File: src/rtl/eod_pkg.sv
// ----------------------------------------------------------------------------
// eod_pkg
// Shared types and constants of the echo occupancy debouncer.
// ----------------------------------------------------------------------------
package eod_pkg;

  localparam int SLOT_W     = 2;
  localparam int WIDTH_W    = 15;
  localparam int DIST_W     = 14;
  localparam int RUN_W      = 4;
  localparam int CFG_IDX_W  = 3;
  localparam int CFG_DATA_W = 14;
  localparam int NUM_THRESH = 4;
  localparam int PROD_W     = 30;
  localparam int FRAC_SHIFT = 16;

  // Speed of sound over two, scaled by 16 for a Q4 distance, in Q16: 0.0343 / 2 * 16 * 65536.
  localparam logic [WIDTH_W-1:0] SPEED_Q16 = 15'd17983;

  localparam logic [RUN_W-1:0] DEBOUNCE_RESET = 4'd3;

  // Configuration register indexes.
  localparam logic [CFG_IDX_W-1:0] REG_THRESHOLD_SLOT0 = 3'd0;
  localparam logic [CFG_IDX_W-1:0] REG_THRESHOLD_SLOT1 = 3'd1;
  localparam logic [CFG_IDX_W-1:0] REG_THRESHOLD_SLOT2 = 3'd2;
  localparam logic [CFG_IDX_W-1:0] REG_THRESHOLD_SLOT3 = 3'd3;
  localparam logic [CFG_IDX_W-1:0] REG_DEBOUNCE_COUNT  = 3'd4;

  // Per-slot state word kept in the state RAM.
  typedef struct packed {
    logic             last_raw;
    logic [RUN_W-1:0] equal_run;
    logic             stable;
  } slot_state_t;

  localparam int STATE_W = $bits(slot_state_t);

  // Request held in the update stage while its state word is read.
  typedef struct packed {
    logic [SLOT_W-1:0] slot;
    logic [DIST_W-1:0] dist_q4;
    logic              timed;
  } upd_req_t;

endpackage

File: src/rtl/echo_occupancy_debouncer_core.sv
// ----------------------------------------------------------------------------
// echo_occupancy_debouncer_core
// Converts echo widths to distances and debounces per-slot occupancy.
// ----------------------------------------------------------------------------
// The block takes one request per clock cycle while in_stall is low and
// delivers its result through the update stage and the output register. The
// per-slot state (last raw reading, run of equal readings, stable occupancy)
// lives in a SLOTS-entry RAM with a registered read: the read is issued when
// a request is accepted and the write-back happens in the update stage, so a
// request that directly follows one to the same slot takes the written word
// from a forwarding register. Entries never written since reset read as zero
// through per-entry valid bits, so no clearing pass is needed. A request
// whose slot index is not below SLOTS is accepted and dropped without a
// result.
module echo_occupancy_debouncer_core #(
  parameter int SLOTS = 4
) (
  input  logic                          clk,
  input  logic                          rst,
  input  logic                          cfg_we,
  input  logic [eod_pkg::CFG_IDX_W-1:0] cfg_index,
  input  logic [eod_pkg::CFG_DATA_W-1:0] cfg_data,
  input  logic                          in_valid,
  output logic                          in_stall,
  input  logic [eod_pkg::SLOT_W-1:0]    slot_index,
  input  logic [eod_pkg::WIDTH_W-1:0]   echo_width_us,
  output logic                          out_valid,
  input  logic                          out_stall,
  output logic [eod_pkg::SLOT_W-1:0]    slot_out,
  output logic [eod_pkg::DIST_W-1:0]    distance_q4,
  output logic                          timed_out,
  output logic                          raw_occupied,
  output logic                          stable_occupied,
  output logic                          state_changed
);
  import eod_pkg::*;

  localparam int AW = (SLOTS > 1) ? $clog2(SLOTS) : 1;
  localparam logic [SLOT_W:0] SLOTS_LIM = (SLOT_W + 1)'(SLOTS);

  // Configuration registers.
  logic [DIST_W-1:0] thresh [NUM_THRESH];
  logic [RUN_W-1:0]  deb_count;

  always_ff @(posedge clk) begin
    if (rst) begin
      for (int i = 0; i < NUM_THRESH; i++) begin
        thresh[i] <= '0;
      end
      deb_count <= DEBOUNCE_RESET;
    end else if (cfg_we) begin
      case (cfg_index)
        REG_THRESHOLD_SLOT0: thresh[0] <= cfg_data;
        REG_THRESHOLD_SLOT1: thresh[1] <= cfg_data;
        REG_THRESHOLD_SLOT2: thresh[2] <= cfg_data;
        REG_THRESHOLD_SLOT3: thresh[3] <= cfg_data;
        REG_DEBOUNCE_COUNT:  deb_count <= cfg_data[RUN_W-1:0];
        default: ;
      endcase
    end
  end

  // Handshake and stage control.
  upd_req_t          s1;
  logic              s1_valid;
  logic              out_free;
  logic              s1_advance;
  logic              in_take;
  logic              in_range;
  logic [PROD_W-1:0] product;
  logic [DIST_W-1:0] in_dist;

  assign out_free   = !out_valid || !out_stall;
  assign s1_advance = s1_valid && out_free;
  assign in_stall   = s1_valid && !out_free;
  assign in_range   = {1'b0, slot_index} < SLOTS_LIM;
  assign in_take    = in_valid && !in_stall && in_range;

  assign product = PROD_W'(echo_width_us) * PROD_W'(SPEED_Q16);
  assign in_dist = product[FRAC_SHIFT +: DIST_W];

  always_ff @(posedge clk) begin
    if (rst) begin
      s1_valid <= 1'b0;
    end else begin
      s1_valid <= in_take || (s1_valid && !s1_advance);
    end
  end

  always_ff @(posedge clk) begin
    if (in_take) begin
      s1.slot    <= slot_index;
      s1.dist_q4 <= in_dist;
      s1.timed   <= (echo_width_us == '0);
    end
  end

  // State RAM, valid bits and forwarding.
  slot_state_t       ram_rdata;
  slot_state_t       wr_state;
  logic              ram_we;
  logic [SLOTS-1:0]  entry_valid;
  logic              byp_valid;
  slot_state_t       byp_data;

  eod_ram #(
    .WIDTH (STATE_W),
    .DEPTH (SLOTS)
  ) u_state_ram (
    .clk   (clk),
    .we    (ram_we),
    .waddr (s1.slot[AW-1:0]),
    .wdata (wr_state),
    .re    (in_take),
    .raddr (slot_index[AW-1:0]),
    .rdata (ram_rdata)
  );

  always_ff @(posedge clk) begin
    if (rst) begin
      entry_valid <= '0;
    end else if (ram_we) begin
      entry_valid[s1.slot[AW-1:0]] <= 1'b1;
    end
  end

  // The write that shares the read's clock edge is not seen by the RAM read,
  // so it is captured here and used in its place.
  always_ff @(posedge clk) begin
    if (rst) begin
      byp_valid <= 1'b0;
    end else if (in_take) begin
      byp_valid <= ram_we && (s1.slot == slot_index);
    end
  end

  always_ff @(posedge clk) begin
    if (in_take) begin
      byp_data <= wr_state;
    end
  end

  // Update stage.
  slot_state_t      cur_state;
  logic             raw;
  logic             changed;
  logic [RUN_W-1:0] run_next;

  always_comb begin
    cur_state = ram_rdata;
    if (!entry_valid[s1.slot[AW-1:0]]) begin
      cur_state = '0;
    end
    if (byp_valid) begin
      cur_state = byp_data;
    end

    wr_state = cur_state;
    changed  = 1'b0;
    run_next = cur_state.equal_run;
    if (s1.timed) begin
      raw = cur_state.last_raw;
    end else begin
      raw = (s1.dist_q4 < thresh[s1.slot]);
      if (raw == cur_state.last_raw) begin
        if (cur_state.equal_run < deb_count) begin
          run_next = cur_state.equal_run + RUN_W'(1);
        end
        if ((run_next >= deb_count) && (raw != cur_state.stable)) begin
          wr_state.stable = raw;
          changed         = 1'b1;
        end
      end else begin
        run_next = '0;
      end
      wr_state.equal_run = run_next;
      wr_state.last_raw  = raw;
    end
    ram_we = s1_advance && !s1.timed;
  end

  // Output register.
  always_ff @(posedge clk) begin
    if (rst) begin
      out_valid <= 1'b0;
    end else begin
      out_valid <= s1_advance || (out_valid && out_stall);
    end
  end

  always_ff @(posedge clk) begin
    if (s1_advance) begin
      slot_out        <= s1.slot;
      distance_q4     <= s1.timed ? '0 : s1.dist_q4;
      timed_out       <= s1.timed;
      raw_occupied    <= raw;
      stable_occupied <= wr_state.stable;
      state_changed   <= changed;
    end
  end

`ifndef ASSERT_OFF
  // A change of the debounced state always follows a real reading.
  a_change_not_timeout: assert property (@(posedge clk) disable iff (rst)
    (out_valid && state_changed) |-> (!timed_out && stable_occupied == raw_occupied))
    else $error("state change reported on a timeout or against the raw reading");

  // A timeout carries no distance.
  a_timeout_zero_dist: assert property (@(posedge clk) disable iff (rst)
    (out_valid && timed_out) |-> (distance_q4 == '0))
    else $error("timeout result with nonzero distance");

  // A write-back only happens while the update stage holds a request.
  a_write_needs_req: assert property (@(posedge clk) disable iff (rst)
    ram_we |-> (s1_valid && out_free))
    else $error("state RAM written without a request in the update stage");

  // Forwarded data only comes from a write to an entry that is now valid.
  a_bypass_valid_entry: assert property (@(posedge clk) disable iff (rst)
    (s1_valid && byp_valid) |-> entry_valid[s1.slot[AW-1:0]])
    else $error("forwarded state word for an entry never written");

  // A request held in the update stage is delivered in the next cycle
  // unless the output is stalled.
  a_stage_drains: assert property (@(posedge clk) disable iff (rst)
    (s1_valid && out_free) |=> out_valid)
    else $error("update stage advanced without producing a result");
`endif

endmodule

File: src/rtl/eod_ram.sv
// ----------------------------------------------------------------------------
// eod_ram
// Generic single-write, single-read RAM with a registered read port.
// ----------------------------------------------------------------------------
module eod_ram #(
  parameter int WIDTH = 8,
  parameter int DEPTH = 4
) (
  input  logic                                   clk,
  input  logic                                   we,
  input  logic [(DEPTH > 1 ? $clog2(DEPTH) : 1)-1:0] waddr,
  input  logic [WIDTH-1:0]                       wdata,
  input  logic                                   re,
  input  logic [(DEPTH > 1 ? $clog2(DEPTH) : 1)-1:0] raddr,
  output logic [WIDTH-1:0]                       rdata
);

  logic [WIDTH-1:0] mem [DEPTH];

  // A read of the address being written returns the old contents.
  always_ff @(posedge clk) begin
    if (we) begin
      mem[waddr] <= wdata;
    end
    if (re) begin
      rdata <= mem[raddr];
    end
  end

endmodule

File: config.mk
export PLATFORM = sky130hd
export DESIGN_NAME = echo_occupancy_debouncer_core
export DESIGN_NICKNAME = d
export VERILOG_FILES = /design/src/rtl/eod_pkg.sv /design/src/rtl/echo_occupancy_debouncer_core.sv /design/src/rtl/eod_ram.sv
export SDC_FILE = /design/constraint.sdc
export NUM_CORES = 1
export LEC_CHECK = 0
export ABC_AREA = 1
export BUFFER_PORTS_ARGS = -buffer_cell sky130_fd_sc_hd__buf_2
export CAP_MARGIN = 20
export CORE_AREA = 2 2 188 190
export CTS_CLUSTER_SIZE = 8
export DETAILED_ROUTE_END_ITERATION = 16
export DIE_AREA = 0 0 190 192
export GPL_ROUTABILITY_DRIVEN = 0
export PLACE_DENSITY_LB_ADDON = 0.08
export SETUP_SLACK_MARGIN = 0.3
export SLEW_MARGIN = 20
export SYNTH_ARGS = -nofsm -noshare
export SYNTH_HDL_FRONTEND = slang
export SYNTH_SLANG_ARGS = --single-unit
File: constraint.sdc
create_clock -name clk -period 9 [get_ports clk]
set_clock_uncertainty 0.1 [all_clocks]
set_input_delay 0.9 -clock clk [delete_from_list [all_inputs] [get_ports clk]]
set_output_delay 0.9 -clock clk [all_outputs]
set_load 0.1 [all_outputs]
Word-level counts from Yosys, hierarchy flattened

Memory sizes are Yosys's and may differ from the RTL's. A register that Yosys moved wholly into a read port is not among the register bits.
Index checks and enable logic that the tools add are counted.

Input bits: 39
Memories kept: 2
Register bits: 54
Logic and storage cells: 101
Output and inout bits: 22
RAM bits: 80

Equal/unequal tests: 7
Reductions and logical operators: 22
Mux-type cells: 40
Order comparisons: 5
$add $sub $neg: 1
$mul: 1
Bitwise operators: 6

Memory list:

| name            | depth | bits a word | read ports | clocked after Yosys merged registers in | write ports | line                                | RTL |
|---|---|---|---|---|---|---|---|
| thresh          | 4     | 14          | 1          | 1                                       | 4           | echo_occupancy_debouncer_core.sv:42 | `logic [DIST_W-1:0] thresh [NUM_THRESH];` |
| u_state_ram.mem | 4     | 6           | 1          | 1                                       | 1           | eod_ram.sv:18                       | `logic [WIDTH-1:0] mem [DEPTH];` |

Operator list:

| cell                                                                  | count |
|---|---|
| 14-bit two-way mux                                                    | 4 |
| 15-bit by 15-bit multiplier with 30-bit output, second input constant | 1 |
| 1-bit two-way mux                                                     | 26 |
| 6-bit two-way mux                                                     | 3 |
| 4-bit two-way mux                                                     | 4 |
| 15-bit zero test                                                      | 1 |
| 14-bit < comparator                                                   | 1 |
| 1-bit logical AND                                                     | 9 |
| 3-bit by 2-bit equality test with 1-bit output, second input constant | 2 |
| 1-bit zero test                                                       | 6 |
| 4-bit by 1-bit adder with 4-bit output, second input constant         | 1 |
| 4-bit >= comparator                                                   | 1 |
| 4-bit < comparator                                                    | 1 |
| 1-bit OR                                                              | 4 |
| 4-bit OR                                                              | 1 |
| 3-bit by 1-bit equality test with 1-bit output, second input constant | 1 |
| 3-bit equality test, second input constant                            | 1 |
| 3-bit zero test                                                       | 1 |
| 1-bit logical OR                                                      | 3 |
| 2-bit by 3-bit < comparator with 1-bit output, second input constant  | 1 |
| 1-bit binary-select mux with 2-bit select                             | 1 |
| 1-bit demux with 2-bit select                                         | 1 |
| 2-bit equality test                                                   | 1 |
| 2-bit by 1-bit >= comparator with 1-bit output, second input constant | 1 |
| 6 further kinds                                                       | 6 |

Logic depth before layout (Yosys ltp)

Depth in word-level cells: 13
Depth in mapped cells: 24
Mapped depth without buffers: 23

Cells and area by module

Synthesis repeated with hierarchy kept, for this count alone.

Cells, all modules: 1121
Area total of the unflattened synthesis: 10675.2 µm²

By module, submodules not included:

| module                        | area each (µm²) | seq. area each (µm²) | times used | cells each |
|---|---|---|---|---|
| echo_occupancy_debouncer_core | 9454.1          | 3233.1               | 1          | 1014 |
| eod_ram                       | 1221.2          | 900.9                | 1          | 107 |

Worst setup path after synthesis

Ideal clock, no wire load.

Kind: input to register
Start point: input port echo_width_us[10] (netlist name)
End point: register s1[10] (netlist name), data pin
Arrival time: 5.229 ns
Setup time: 0.265 ns
Slack: 3.406 ns
Path buffers: 0
Required time: 8.635 ns
Cell stages on the path: 20
Path through: fa_1 -> inv_1 -> fa_1 -> inv_1 -> ha_1 -> inv_1 -> fa_1 -> inv_1 -> fa_1 -> inv_1 -> fa_1 -> inv_1 -> ha_1 -> a21oi_1 -> inv_1 -> a31oi_1 -> o21bai_1 -> a21oi_1 -> o21ai_0 -> xor2_1

Word-level cells in the longest chain between the ends: 1

Ends and longest elaborated chain:

| element                                        | line                                | RTL |
|---|---|---|
| start: declaration                             | echo_occupancy_debouncer_core.sv:26 | `input logic [eod_pkg::WIDTH_W-1:0] echo_width_us,` |
| 15-bit by 15-bit multiplier with 30-bit output | echo_occupancy_debouncer_core.sv:79 | `assign product = PROD_W'(echo_width_us) * PROD_W'(SPEED_Q16);` |
| named net product[25]                          | echo_occupancy_debouncer_core.sv:70 | `logic [PROD_W-1:0] product;` |
| end: declaration                               | echo_occupancy_debouncer_core.sv:64 | `upd_req_t s1;` |

The timed path passes the listed nets, and every way through them passes these cells.
A chain may end at the register's enable or synchronous reset.

Worst setup path in the final report

Ends and elaborated chain as after synthesis.

==> flow_metrics.tcl <==
set metrics [dict create \
    path_common_cell "inv_1" \
    finalWorstSetupSlack_ns 3.47 \
    antenna_found_initial 0 \
    hold_viol 0 \
    ir_drop_mv 0.187 \
    critPathMaxFanout 6 \
    required_ns 9.06 \
    critPathBufInv 8 \
    crit_path_max_incr_delay_ns 0.62 \
    root_buffer "clkbuf_16" \
    cap_viol_max_count 0 \
    ctsHoldBuffers 0 \
    num_rows 68 \
    drv_slew 0 \
    portBuffers 60 \
    status "finished, final reports clean" \
    wl_met3_um 468 \
    ant_nets 0 \
    track_usage 0.151 \
    start_util 0.308 \
    clk_pin_slew_ns 0.06 \
    place_ws_ns 3.00 \
    layout_commonest_cell "inv_1" \
    yosysWarnings 0 \
    whs_ns 0.375 \
    crit_slowest_cell "fa_1" \
    crit_type "in -> reg" \
    netlist_area_sq_um 10600 \
    h-tree-depth 4 \
    dr_wl_met2_um 12900 \
    finalSetupViolCount 0 \
    layout.nets 1399 \
    cts_setup_buffers 0 \
    timing.fmax_ghz 0.181 \
    cts_sinks 142 \
    drive_gt1_frac 0.107 \
    diodes 0 \
    tightest_slew_ns 0.914 \
    cts_resized 0 \
    min_path_type "reg -> reg" \
    ioPinCount 61 \
    grt_pass1_vias 7587 \
    die_area_sq_um 36500 \
    cp-end-kind "flop" \
    wirelength_um 26300 \
    viasPerCell 4.55 \
    grt_max_degree 32 \
    clkLatencyLatePin_ns 0.42 \
    mostFrequentLayoutCells "inv_1, nand2_1, ha_1" \
    ys_types 39 \
    highest_layer "met4" \
    wl_per_cell_um 16.2 \
    p_per_area_nw_per_um2 318 \
    fp.dieW_um 190 \
    rsz0062_at_grt "false" \
    p_leak_nw 5.71 \
    overflow 0 \
    dr.pass1.iters 4 \
    seq_area_frac_synth 0.391 \
    cp-start-kind "primary input" \
    yosys_register_bits 142 \
    reg2reg_from "s1[15]" \
    hpwl_um 20700 \
    slew_headroom 0.389 \
    area_growth_pct 14.1 \
    syn_avg_cell_area_sq_um 9.74 \
    die_h_um 192 \
    cp_cell_sequence "buf_2 > fa_1 > inv_1 > fa_1 > inv_1 > ha_1 > inv_1 > fa_1 > inv_1 > fa_1 > inv_1 > fa_1 > inv_1 > ha_1 > a21oi_1 > inv_1 > a31oi_1 > o21bai_1 > a21oi_1 > o21ai_0 > xor2_1" \
    clock_path_buffers 2 \
    critPathLaunch "echo_width_us[10]" \
    core_area_sq_um 34300 \
    period_share 0.615 \
    vias 7363 \
    synthCells 1084 \
    crit_arrival_ns 5.60 \
    drc 0 \
    grt_pass1_wl_um 42200 \
    drt-met1-wl_um 12500 \
    timing.final.crit_period_ns 5.53 \
    final.setup.tns_ns 0 \
    numCtsBuffers 17 \
    drt-initial-drc-count 308 \
    cts_tree "built" \
    hp-start "entry_valid[1]" \
    synth_nets 1331 \
    crit_family "adder cells" \
]
[per-stage QoR]
stage	util	instance area [sq um]	cells	power, mW
floorplan	-	10600	1084	2.49
global placement	0.332	11400	1588	3.10
detailed placement	0.332	11400	1588	3.10
CTS	0.351	12000	1620	3.90
global route	0.351	12100	1620	4.23
finish	0.351	12100	1620	3.83
[worst reg2reg max path, cell delays in order (launching register included)]
cell      delay, ns
edfxtp_1       0.57
inv_6          0.14
nand2_1        0.05
nand2_1        0.07
nand2_2        0.06
nand2_4        0.14
nand3_1        0.09
nand2_1        0.14
ha_1           0.27
a21oi_1        0.31
inv_1          0.11
nor2_2         0.15
nand3_1        0.09
nand2_1        0.08
inv_2          0.05
ha_1           0.30
a21oi_1        0.16
nand3_1        0.15
nand2_1        0.11
o21ai_0        0.09
nand2_1        0.08
inv_1          0.11
[kinds of logic (layout without fill, tap and decap cells)]
kind of cell / count (synthesis) / after routing / synth area share
xor+xnor: 16 / 16 / 0.0133
compound gates: 136 / 136 / 0.0757
fa+ha+maj: 208 / 208 / 0.294
simple gates: 344 / 344 / 0.139
buf+inv: 238 / 319 / 0.0871
flops: 142 / 142 / 0.391
[final timing paths]
kind                           endpoint  slack, ns  cells after the start
hold reg to reg          entry_valid[1]       0.37                      2
hold / removal           entry_valid[1]       0.37                      2
setup / recovery                 s1[10]       3.47                     21
setup reg to reg  u_state_ram.mem[2][0]       5.30                     21
[layer usage]
metal  track usage  up-vias
met5             0        -
met4        0.0432        0
met3        0.0194       22
met2         0.264       86
met1         0.196     3564
li1              -     3691
[power breakdown]
part | total [mW] | internal [mW] | leakage, nW | switching [mW]
clock | 0.770 | 0.504 | 0.317 | 0.267
combinational | 2.17 | 0.762 | 4.05 | 1.41
sequential | 0.889 | 0.857 | 1.35 | 0.0324
[flip-flops by register name, indices dropped and copies added, names as in the netlist, 2 cells and up, named ones only]
signal / flops
slot_out: 2
distance_q4: 14
s1: 17
u_state_ram.mem: 24
entry_valid: 4
deb_count: 4
u_state_ram.rdata: 6
byp_data: 6
thresh: 56
[Yosys cell counts, drive strengths merged]
cell type  count  share of area
a31oi          2         0.0012
nor3           9         0.0043
o211ai         4         0.0028
nand3         26          0.014
edfxtp       129           0.37
inv          220          0.079
nand2        169          0.066
o21bai         3         0.0021
o21ai         42          0.020
a21o           2         0.0014
a21boi         2         0.0014
o22ai          6         0.0036
xnor2          4         0.0033
nor4           3         0.0018
fa            67           0.13
a221oi         1        0.00083
ha           141           0.17
buf            5         0.0038
o41ai          1        0.00083
o21a           1        0.00071
a211oi         1        0.00071
dfxtp         13          0.025
nor2         121          0.043
nand4         13         0.0077
clkbuf        13         0.0046
nand3b         3         0.0021
a32o          13          0.012
a21oi         58          0.027
xor2          12          0.010
[final cells by class]
class | count | area (sq um)
fillers | 3523 | 22200
flip-flops and latches | 142 | 4130
inverters | 220 | 831
clock buffers | 20 | 457
multi-input cells | 704 | 5520
repair buffers | 67 | 353
well taps | 455 | 569
clock inverters | 12 | 190
Note: power is estimated with default switching activity, not from simulation.
